$ cat src/rtl/trle_pkg.sv
// Shared constants for the transparent run-length encoder.
// No dependencies; used by transparent_run_length_encoder.
package trle_pkg;

    localparam int MAX_RUN   = 127;
    localparam int MAX_WIDTH = 4096;

    localparam int PIX_W  = 8;
    localparam int RUN_W  = 7;   // run length 0..MAX_RUN
    localparam int COL_W  = 12;  // column 0..MAX_WIDTH-1
    localparam int CFG_W  = 13;  // row_width register
    localparam int WORD_W = 64;  // packed output word
    localparam int CNT_W  = 4;   // byte count 1..8
    localparam int DATA_W = 72;  // packed bytes + byte count, padded to bytes

    localparam logic [PIX_W-1:0] ROW_END_BYTE = 8'h80;
    localparam logic [PIX_W-1:0] TRANS_FLAG   = 8'h80;

endpackage

$ cat src/rtl/transparent_run_length_encoder.sv
// Transparent run-length encoder: pixel stream in, packed coded bytes out.
// Depends on trle_pkg.
//
//  channel     | dir | handshake                          | payload
//  ------------+-----+------------------------------------+---------------------------------
//  s_axis      | in  | i_s_axis_tvalid / o_s_axis_tready  | tdata[7:0] pixel
//  m_axis      | out | o_m_axis_tvalid / i_m_axis_tready  | tdata[63:0] packed_bytes,
//              |     |                                    | [67:64] byte_count; tlast = last
//  cfg         | in  | i_cfg_wr_en                        | i_cfg_wr_data[12:0] row_width
//
// A pixel is taken while the block is idle. The coded bytes it causes are then produced
// one per cycle, unless the output stalls, through a single byte path (run header, stored
// literal bytes read from the literal memory one address per cycle, row-end byte), so a
// pixel causing bytes holds the input until its last byte has been emitted. A pixel causing
// no bytes leaves the block ready in the next cycle.
// Reset (synchronous, active low) clears control state; the literal memory is not cleared.
module transparent_run_length_encoder (
    input  logic                             i_clk,
    input  logic                             i_rst_n,
    input  logic                             i_cfg_wr_en,
    input  logic [trle_pkg::CFG_W-1:0]       i_cfg_wr_data,
    input  logic                             i_s_axis_tvalid,
    output logic                             o_s_axis_tready,
    input  logic [trle_pkg::PIX_W-1:0]       i_s_axis_tdata,  // [7:0] pixel
    output logic                             o_m_axis_tvalid,
    input  logic                             i_m_axis_tready,
    output logic [trle_pkg::DATA_W-1:0]      o_m_axis_tdata,  // [63:0] packed_bytes,
                                                              // [67:64] byte_count, rest 0
    output logic                             o_m_axis_tlast
);

    localparam logic [1:0] S_IDLE = 2'd0;
    localparam logic [1:0] S_HDR  = 2'd1;
    localparam logic [1:0] S_LIT  = 2'd2;
    localparam logic [1:0] S_EOR  = 2'd3;

    localparam logic [trle_pkg::RUN_W-1:0] RUN_FULL = trle_pkg::RUN_W'(trle_pkg::MAX_RUN);
    localparam logic [trle_pkg::RUN_W-1:0] RUN_TOP  = trle_pkg::RUN_W'(trle_pkg::MAX_RUN - 1);
    localparam logic [trle_pkg::CFG_W-1:0] WIDTH_MAX = trle_pkg::CFG_W'(trle_pkg::MAX_WIDTH);

    // configuration and run state
    logic [trle_pkg::CFG_W-1:0] r_row_width;
    logic [trle_pkg::COL_W-1:0] r_col;
    logic [trle_pkg::RUN_W-1:0] r_run_len;
    logic                       r_run_t;

    // literal store
    logic [trle_pkg::PIX_W-1:0] r_mem [trle_pkg::MAX_RUN];
    logic [trle_pkg::PIX_W-1:0] r_rd;

    // sequencer: current close job and a pending second one
    logic [1:0]                 r_state;
    logic [trle_pkg::PIX_W-1:0] r_hdr;
    logic [trle_pkg::RUN_W-1:0] r_lit_n;
    logic                       r_eor;
    logic [trle_pkg::RUN_W-1:0] r_idx;
    logic                       r_b_pend;
    logic                       r_b_hdr_en;
    logic [trle_pkg::PIX_W-1:0] r_b_hdr;
    logic [trle_pkg::RUN_W-1:0] r_b_lit_n;
    logic                       r_b_eor;

    // byte packer and output register
    logic [trle_pkg::WORD_W-1:0] r_pk;
    logic [2:0]                  r_pk_cnt;
    logic                        r_out_valid;
    logic [trle_pkg::WORD_W-1:0] r_out_data;
    logic [trle_pkg::CNT_W-1:0]  r_out_cnt;
    logic                        r_out_last;

    // accept-side decode
    logic                       accept;
    logic                       pix_t;
    logic [trle_pkg::CFG_W-1:0] eff_width;
    logic                       eol;
    logic                       close_first;
    logic [trle_pkg::RUN_W-1:0] new_len;
    logic                       full;
    logic                       has_b;
    logic [trle_pkg::RUN_W-1:0] wr_addr;
    logic [trle_pkg::PIX_W-1:0] a_hdr;
    logic [trle_pkg::RUN_W-1:0] a_lit_n;
    logic                       b_hdr_en;
    logic [trle_pkg::PIX_W-1:0] b_hdr;
    logic [trle_pkg::RUN_W-1:0] b_lit_n;

    // emit-side decode
    logic                        last_of_job;
    logic                        final_byte;
    logic                        flush;
    logic                        out_free;
    logic                        emit;
    logic [trle_pkg::PIX_W-1:0]  cur_byte;
    logic [trle_pkg::WORD_W-1:0] pk_new;
    logic [trle_pkg::CNT_W-1:0]  cnt_new;
    logic [trle_pkg::RUN_W-1:0]  rd_addr;
    logic [trle_pkg::RUN_W-1:0]  idx_next;
    logic [1:0]                  n_state;

    assign o_s_axis_tready = (r_state == S_IDLE);
    assign accept          = i_s_axis_tvalid && o_s_axis_tready;

    always_comb begin
        pix_t = (i_s_axis_tdata == '0);
        if (r_row_width == '0) begin
            eff_width = trle_pkg::CFG_W'(1);
        end else if (r_row_width > WIDTH_MAX) begin
            eff_width = WIDTH_MAX;
        end else begin
            eff_width = r_row_width;
        end
        eol         = (({1'b0, r_col} + trle_pkg::CFG_W'(1)) >= eff_width);
        close_first = (r_run_len != '0) && (pix_t != r_run_t);
        wr_addr     = close_first ? '0 : r_run_len;
        new_len     = wr_addr + trle_pkg::RUN_W'(1);
        full        = (new_len == RUN_FULL);
        has_b       = eol || full;

        a_hdr   = r_run_t ? (trle_pkg::TRANS_FLAG | {1'b0, r_run_len}) : {1'b0, r_run_len};
        a_lit_n = r_run_t ? '0 : r_run_len;

        // a transparent run closed by the row end has no header byte
        b_hdr_en = !pix_t || !eol;
        b_hdr    = pix_t ? (trle_pkg::TRANS_FLAG | {1'b0, new_len}) : {1'b0, new_len};
        b_lit_n  = pix_t ? '0 : new_len;
    end

    always_comb begin
        last_of_job = 1'b0;
        cur_byte    = trle_pkg::ROW_END_BYTE;
        unique case (r_state)
            S_HDR: begin
                cur_byte    = r_hdr;
                last_of_job = (r_lit_n == '0) && !r_eor;
            end
            S_LIT: begin
                cur_byte    = r_rd;
                last_of_job = (r_idx == (r_lit_n - trle_pkg::RUN_W'(1))) && !r_eor;
            end
            S_EOR: begin
                cur_byte    = trle_pkg::ROW_END_BYTE;
                last_of_job = 1'b1;
            end
            default: begin
                cur_byte    = trle_pkg::ROW_END_BYTE;
                last_of_job = 1'b0;
            end
        endcase
        final_byte = last_of_job && !r_b_pend;
        flush      = (r_pk_cnt == 3'd7) || final_byte;
        out_free   = !r_out_valid || i_m_axis_tready;
        emit       = (r_state != S_IDLE) && (!flush || out_free);
        pk_new     = r_pk | ({{(trle_pkg::WORD_W - trle_pkg::PIX_W){1'b0}}, cur_byte}
                             << {r_pk_cnt, 3'b000});
        cnt_new    = {1'b0, r_pk_cnt} + trle_pkg::CNT_W'(1);
        idx_next   = (r_idx == RUN_TOP) ? r_idx : (r_idx + trle_pkg::RUN_W'(1));
    end

    // literal read address: prefetch entry 0 during the header, then step on each byte
    always_comb begin
        if (r_state == S_LIT) begin
            rd_addr = emit ? idx_next : r_idx;
        end else begin
            rd_addr = '0;
        end
    end

    always_comb begin
        n_state = r_state;
        if (accept) begin
            if (close_first) begin
                n_state = S_HDR;
            end else if (has_b) begin
                n_state = b_hdr_en ? S_HDR : S_EOR;
            end
        end else if (emit) begin
            if (last_of_job) begin
                if (r_b_pend) begin
                    n_state = r_b_hdr_en ? S_HDR : S_EOR;
                end else begin
                    n_state = S_IDLE;
                end
            end else begin
                unique case (r_state)
                    S_HDR:   n_state = (r_lit_n != '0) ? S_LIT : S_EOR;
                    S_LIT:   n_state = S_EOR;  // only reached after the last literal byte
                    default: n_state = r_state;
                endcase
                if (r_state == S_LIT && r_idx != (r_lit_n - trle_pkg::RUN_W'(1))) begin
                    n_state = S_LIT;
                end
            end
        end
    end

    always_ff @(posedge i_clk) begin
        if (accept && !pix_t) begin
            r_mem[wr_addr] <= i_s_axis_tdata;
        end
        r_rd <= r_mem[rd_addr];
    end

    always_ff @(posedge i_clk) begin
        if (!i_rst_n) begin
            r_row_width <= trle_pkg::CFG_W'(1);
            r_col       <= '0;
            r_run_len   <= '0;
            r_run_t     <= 1'b0;
            r_state     <= S_IDLE;
            r_b_pend    <= 1'b0;
            r_idx       <= '0;
            r_pk        <= '0;
            r_pk_cnt    <= '0;
            r_out_valid <= 1'b0;
        end else begin
            if (i_cfg_wr_en) begin
                r_row_width <= i_cfg_wr_data;
            end

            r_state <= n_state;

            if (accept) begin
                r_run_t <= pix_t;
                if (eol) begin
                    r_col <= '0;
                end else begin
                    r_col <= r_col + trle_pkg::COL_W'(1);
                end
                r_run_len <= has_b ? '0 : new_len;

                r_b_hdr_en <= b_hdr_en;
                r_b_hdr    <= b_hdr;
                r_b_lit_n  <= b_lit_n;
                r_b_eor    <= eol;
                r_idx      <= '0;
                if (close_first) begin
                    r_hdr    <= a_hdr;
                    r_lit_n  <= a_lit_n;
                    r_eor    <= 1'b0;
                    r_b_pend <= has_b;
                end else if (has_b) begin
                    r_hdr    <= b_hdr;
                    r_lit_n  <= b_lit_n;
                    r_eor    <= eol;
                    r_b_pend <= 1'b0;
                end
            end else if (emit) begin
                if (last_of_job && r_b_pend) begin
                    r_hdr    <= r_b_hdr;
                    r_lit_n  <= r_b_lit_n;
                    r_eor    <= r_b_eor;
                    r_idx    <= '0;
                    r_b_pend <= 1'b0;
                end else if (r_state == S_LIT) begin
                    r_idx <= idx_next;
                end
            end

            // packer and output register
            if (emit && flush) begin
                r_pk        <= '0;
                r_pk_cnt    <= '0;
                r_out_valid <= 1'b1;
            end else begin
                if (emit) begin
                    r_pk     <= pk_new;
                    r_pk_cnt <= cnt_new[2:0];
                end
                if (i_m_axis_tready) begin
                    r_out_valid <= 1'b0;
                end
            end
        end
    end

    always_ff @(posedge i_clk) begin
        if (emit && flush) begin
            r_out_data <= pk_new;
            r_out_cnt  <= cnt_new;
            r_out_last <= final_byte;
        end
    end

    assign o_m_axis_tvalid = r_out_valid;
    assign o_m_axis_tdata  = {{(trle_pkg::DATA_W - trle_pkg::WORD_W - trle_pkg::CNT_W){1'b0}},
                              r_out_cnt, r_out_data};
    assign o_m_axis_tlast  = r_out_last;

    // packer is empty whenever a new pixel may be taken
    a_idle_pk_empty: assert property (@(posedge i_clk) disable iff (!i_rst_n)
        (r_state == S_IDLE) |-> (r_pk_cnt == '0))
        else $error("packer holds bytes while idle");

    a_idle_no_pend: assert property (@(posedge i_clk) disable iff (!i_rst_n)
        (r_state == S_IDLE) |-> !r_b_pend)
        else $error("second close job left pending");

    a_lit_index: assert property (@(posedge i_clk) disable iff (!i_rst_n)
        (r_state == S_LIT) |-> (r_idx < r_lit_n))
        else $error("literal index past run length");

    a_run_open: assert property (@(posedge i_clk) disable iff (!i_rst_n)
        r_run_len < RUN_FULL)
        else $error("open run reached full length");

endmodule

$ cat config.mk
export PLATFORM = sky130hd
export DESIGN_NAME = transparent_run_length_encoder
export DESIGN_NICKNAME = d
export VERILOG_FILES = /design/src/rtl/trle_pkg.sv /design/src/rtl/transparent_run_length_encoder.sv
export SDC_FILE = /design/constraint.sdc
export NUM_CORES = 2
export LEC_CHECK = 0
export ABC_AREA = 1
export BUFFER_PORTS_ARGS = -buffer_cell sky130_fd_sc_hd__buf_2
export CORE_MARGIN = 2
export CORE_UTILIZATION = 35
export DETAILED_ROUTE_END_ITERATION = 7
export PLACE_DENSITY = 0.48
export SETUP_SLACK_MARGIN = 0.3
export SLEW_MARGIN = 10
export SYNTH_ARGS = -nofsm -noshare
export SYNTH_HDL_FRONTEND = slang
export SYNTH_SLANG_ARGS = --single-unit
$ cat constraint.sdc
create_clock -name i_clk -period 7.5 [get_ports i_clk]
set_clock_uncertainty 0.15 [all_clocks]
set_input_delay 1.5 -clock i_clk [delete_from_list [all_inputs] [get_ports i_clk]]
set_output_delay 1.5 -clock i_clk [all_outputs]
set_load 0.005 [all_outputs]
==> flow_summary.ini <==
[sta]
max_freq_ghz = 0.1732
finalHoldViolations = 0
post-route-period-util_pct = 77.00
worstMarginPinSlew_ns = 1.251
slew_headroom_pct = 16.57
setup_ws_ns = 1.725
finalSetupViolations = 0
rsz0062_at_grt = false
fin_hold_ws_ns = 0.2953
tns_ns = 0
min_period_ns = 5.775
slew_violations = 0

[hold_path]
worstHoldPathType = reg -> reg
min_from = r_pk[18]$_SDFFE_PP0N_

[grt]
grt_pass1_wl_mm = 247.7
grt_use_total_pct = 20.27
antenna_found_initial = 3
grt_pass1_vias = 37206
grt_max_degree = 194
use_met2_pct = 32.62
grt_overflow = 0
grtUsageMet3_pct = 2.740
gr-usage-met1_pct = 28.29
grt-busiest-layer = met2

[yosys]
ys_types = 42
synth_top_area_cell = edfxtp_1
ys_ff_latch = 1237
ys.warnings.count = 0
async_reset_ff_share_pct = 0
synth_edf_count = 1118
ys_top_cells_by_area = edfxtp_1 61%, nand3_1 8.0%, nand2_1 7.4%
synth_cells = 5444
ys.flop_type = edfxtp_1
netlist_area_um2 = 55030
synth-seq-area-share_pct = 65.34
synth_area_per_cell_um2 = 10.11
yosysTopAreaCellShare_pct = 61.01

[critical_path]
cp_max_fo = 193
critPathKind = reg -> reg
reg2reg_from = r_lit_n[0]$_DFFE_PP_
max_stage_delay_ns = 0.62
startpoint_type = flip-flop
cp_slowest_cell = buf_12
endpoint_kind = flip-flop
required_ns = 8.01
cpMostUsedCell = nand2_1
critPathLaunch = r_lit_n[0]$_DFFE_PP_
worstPathArrival_ns = 6.28

[die]
die_h_um = 400.5
rows = 145
dieArea_um2 = 160400
io_pins = 101
core-area_um2 = 156200
dieWidth_um = 400.5
start_util_pct = 35.23

[cts]
cts_max_level = 4
insertion_delay_ns = 0.77
clk_path_buf_depth = 3
cts.sink_count = 1237
post-cts-setup-buffers = 0
clock-root-buffer = clkbuf_16
cts-resized-gates = 0
hold_buffers = 0
cts_tree = yes
path_clk_slew_ns = 0.06
cts_inserted_buffers = 142

[outcome]
outcome = complete, no violations

[run]
drv_cap = 0

[drt]
vias = 38807
antenna_left = 0
finalWirelength_mm = 164.9
drc = 0
first_iter_violations = 3669
detail_route.wl_per_cell_um = 21.74
routed_via_density = 5.117
firstDrtPassIters = 6

[layout]
nets = 5466
num_antenna_cells = 0
area_growth_pct = 12.36
stdcell_count = 7584
final_util_pct = 39.58
fill_cells = 15300
drive_above_1_share_pct = 7.401
final_area_um2 = 61830

[place]
portBuffers = 96
gp_congestion = 0.8355
placed_cell_area_um2 = 57350
dpl_worst_slack_ns = 1.606
placed_cells = 7327
place_hpwl_mm = 92.20

[power_and_ir_drop]
worst_ir_drop_vdd_mv = 0.3968
p_per_area_nw_per_um2 = 284.1
power_mw = 17.57
leakagePower_nw = 24.46
-- cells in the mapped netlist, drive strengths merged, types with 9 or more instances --
cell type,count
a211oi,9
a21oi,90
buf,185
clkbuf,170
dfxtp,119
edfxtp,1118
ha,27
inv,893
nand2,1096
nand3,885
nand4,391
nor2,233
nor3,11
o21ai,147
or2,9
xor2,15
-- path summary, 6_finish.rpt --
kind                           end  slack [ns]  cells past startpoint
min reg2reg  r_pk[18]$_SDFFE_PP0N_        0.30                      2
max                r_rd[0]$_DFF_P_        1.72                     29
max reg2reg        r_rd[0]$_DFF_P_        1.72                     29
min          r_pk[18]$_SDFFE_PP0N_        0.30                      2
-- cell families (layout without fill, tap and decap cells) --
group / after synthesis / in the layout / share of synthesized area, %
compound gates: 282 / 282 / 2.804
buf+inv: 1249 / 1328 / 9.009
flops: 1237 / 1237 / 65.34
simple gates: 2631 / 2631 / 21.96
other cells: 1 / 4 / 0.006815
xor+xnor: 17 / 17 / 0.2706
fa+ha+maj: 27 / 27 / 0.6139
-- layout by cell type, fill, tap and decap left out, types with 17 or more instances in the layout --
master,synthesis,layout
edfxtp_1,1118,1118
buf_4,22,73
nand2_1,1091,1089
nand4_1,391,391
ha_1,27,26
buf_2,137,88
clkinv_2,0,17
o21ai_0,144,144
nor2_1,232,231
inv_1,882,881
clkbuf_16,0,146
dfxtp_1,119,118
a21oi_1,90,90
clkbuf_1,170,40
nand3_1,881,878
clkinv_1,1,29
-- worst max-delay path, delay by kind of cell, from the launching register on --
kind                     cells  cell delay, ns
AO/OA/AOI/OAI                1            0.20
adder cells (fa/ha/maj)      1            0.21
buffers and inverters        3            1.16
flip-flops                   1            0.42
AND/OR/NAND/NOR             24            3.15
-- area by class of cell --
type	instances	area, um^2	area share [%]
Inverter	894	3367	5.446
Clock inverter	66	608.1	0.9835
Multi-Input combinational cell	2961	14210	22.98
Tap cell	2058	2575	4.165
Clock buffer	191	3872	6.263
Timing Repair Buffer	177	1239	2.003
Sequential cell	1237	35960	58.16
-- state kept, by name, indices dropped and copies added (netlist names) --
register / cells
r_pk_cnt: 3
r_out_cnt: 4
r_run_t: 1
r_b_hdr_en: 1
r_state: 2
r_out_data: 64
r_row_width: 13
r_b_lit_n: 7
r_pk: 64
r_mem: 1016
r_run_len: 7
r_b_pend: 1
o_m_axis_tvalid: 1
r_b_eor: 1
r_b_hdr: 8
r_lit_n: 7
r_eor: 1
r_rd: 8
r_idx: 7
o_m_axis_tlast: 1
r_col: 12
r_hdr: 8
-- layer usage --
| metal | share of wire [%] | routed length [um] | vias up |
|---|---|---|---|
| met5 | 0 | 0 | - |
| met4 | 2.9 | 4715 | 0 |
| met3 | 5.2 | 8539 | 247 |
| met2 | 47 | 77420 | 1160 |
| met1 | 45 | 74200 | 18959 |
| li1 | - | - | 18441 |
-- report_power, final --
group	internal, mW	switching (mW)	total (mW)	leakage (nW)
Clock	3.91	2.87	6.78	2.19
Sequential	7.63	0.0835	7.71	11.0
Combinational	0.684	2.39	3.08	11.2
Total	12.2	5.34	17.6	24.5
(Power assumes the default switching activity.)
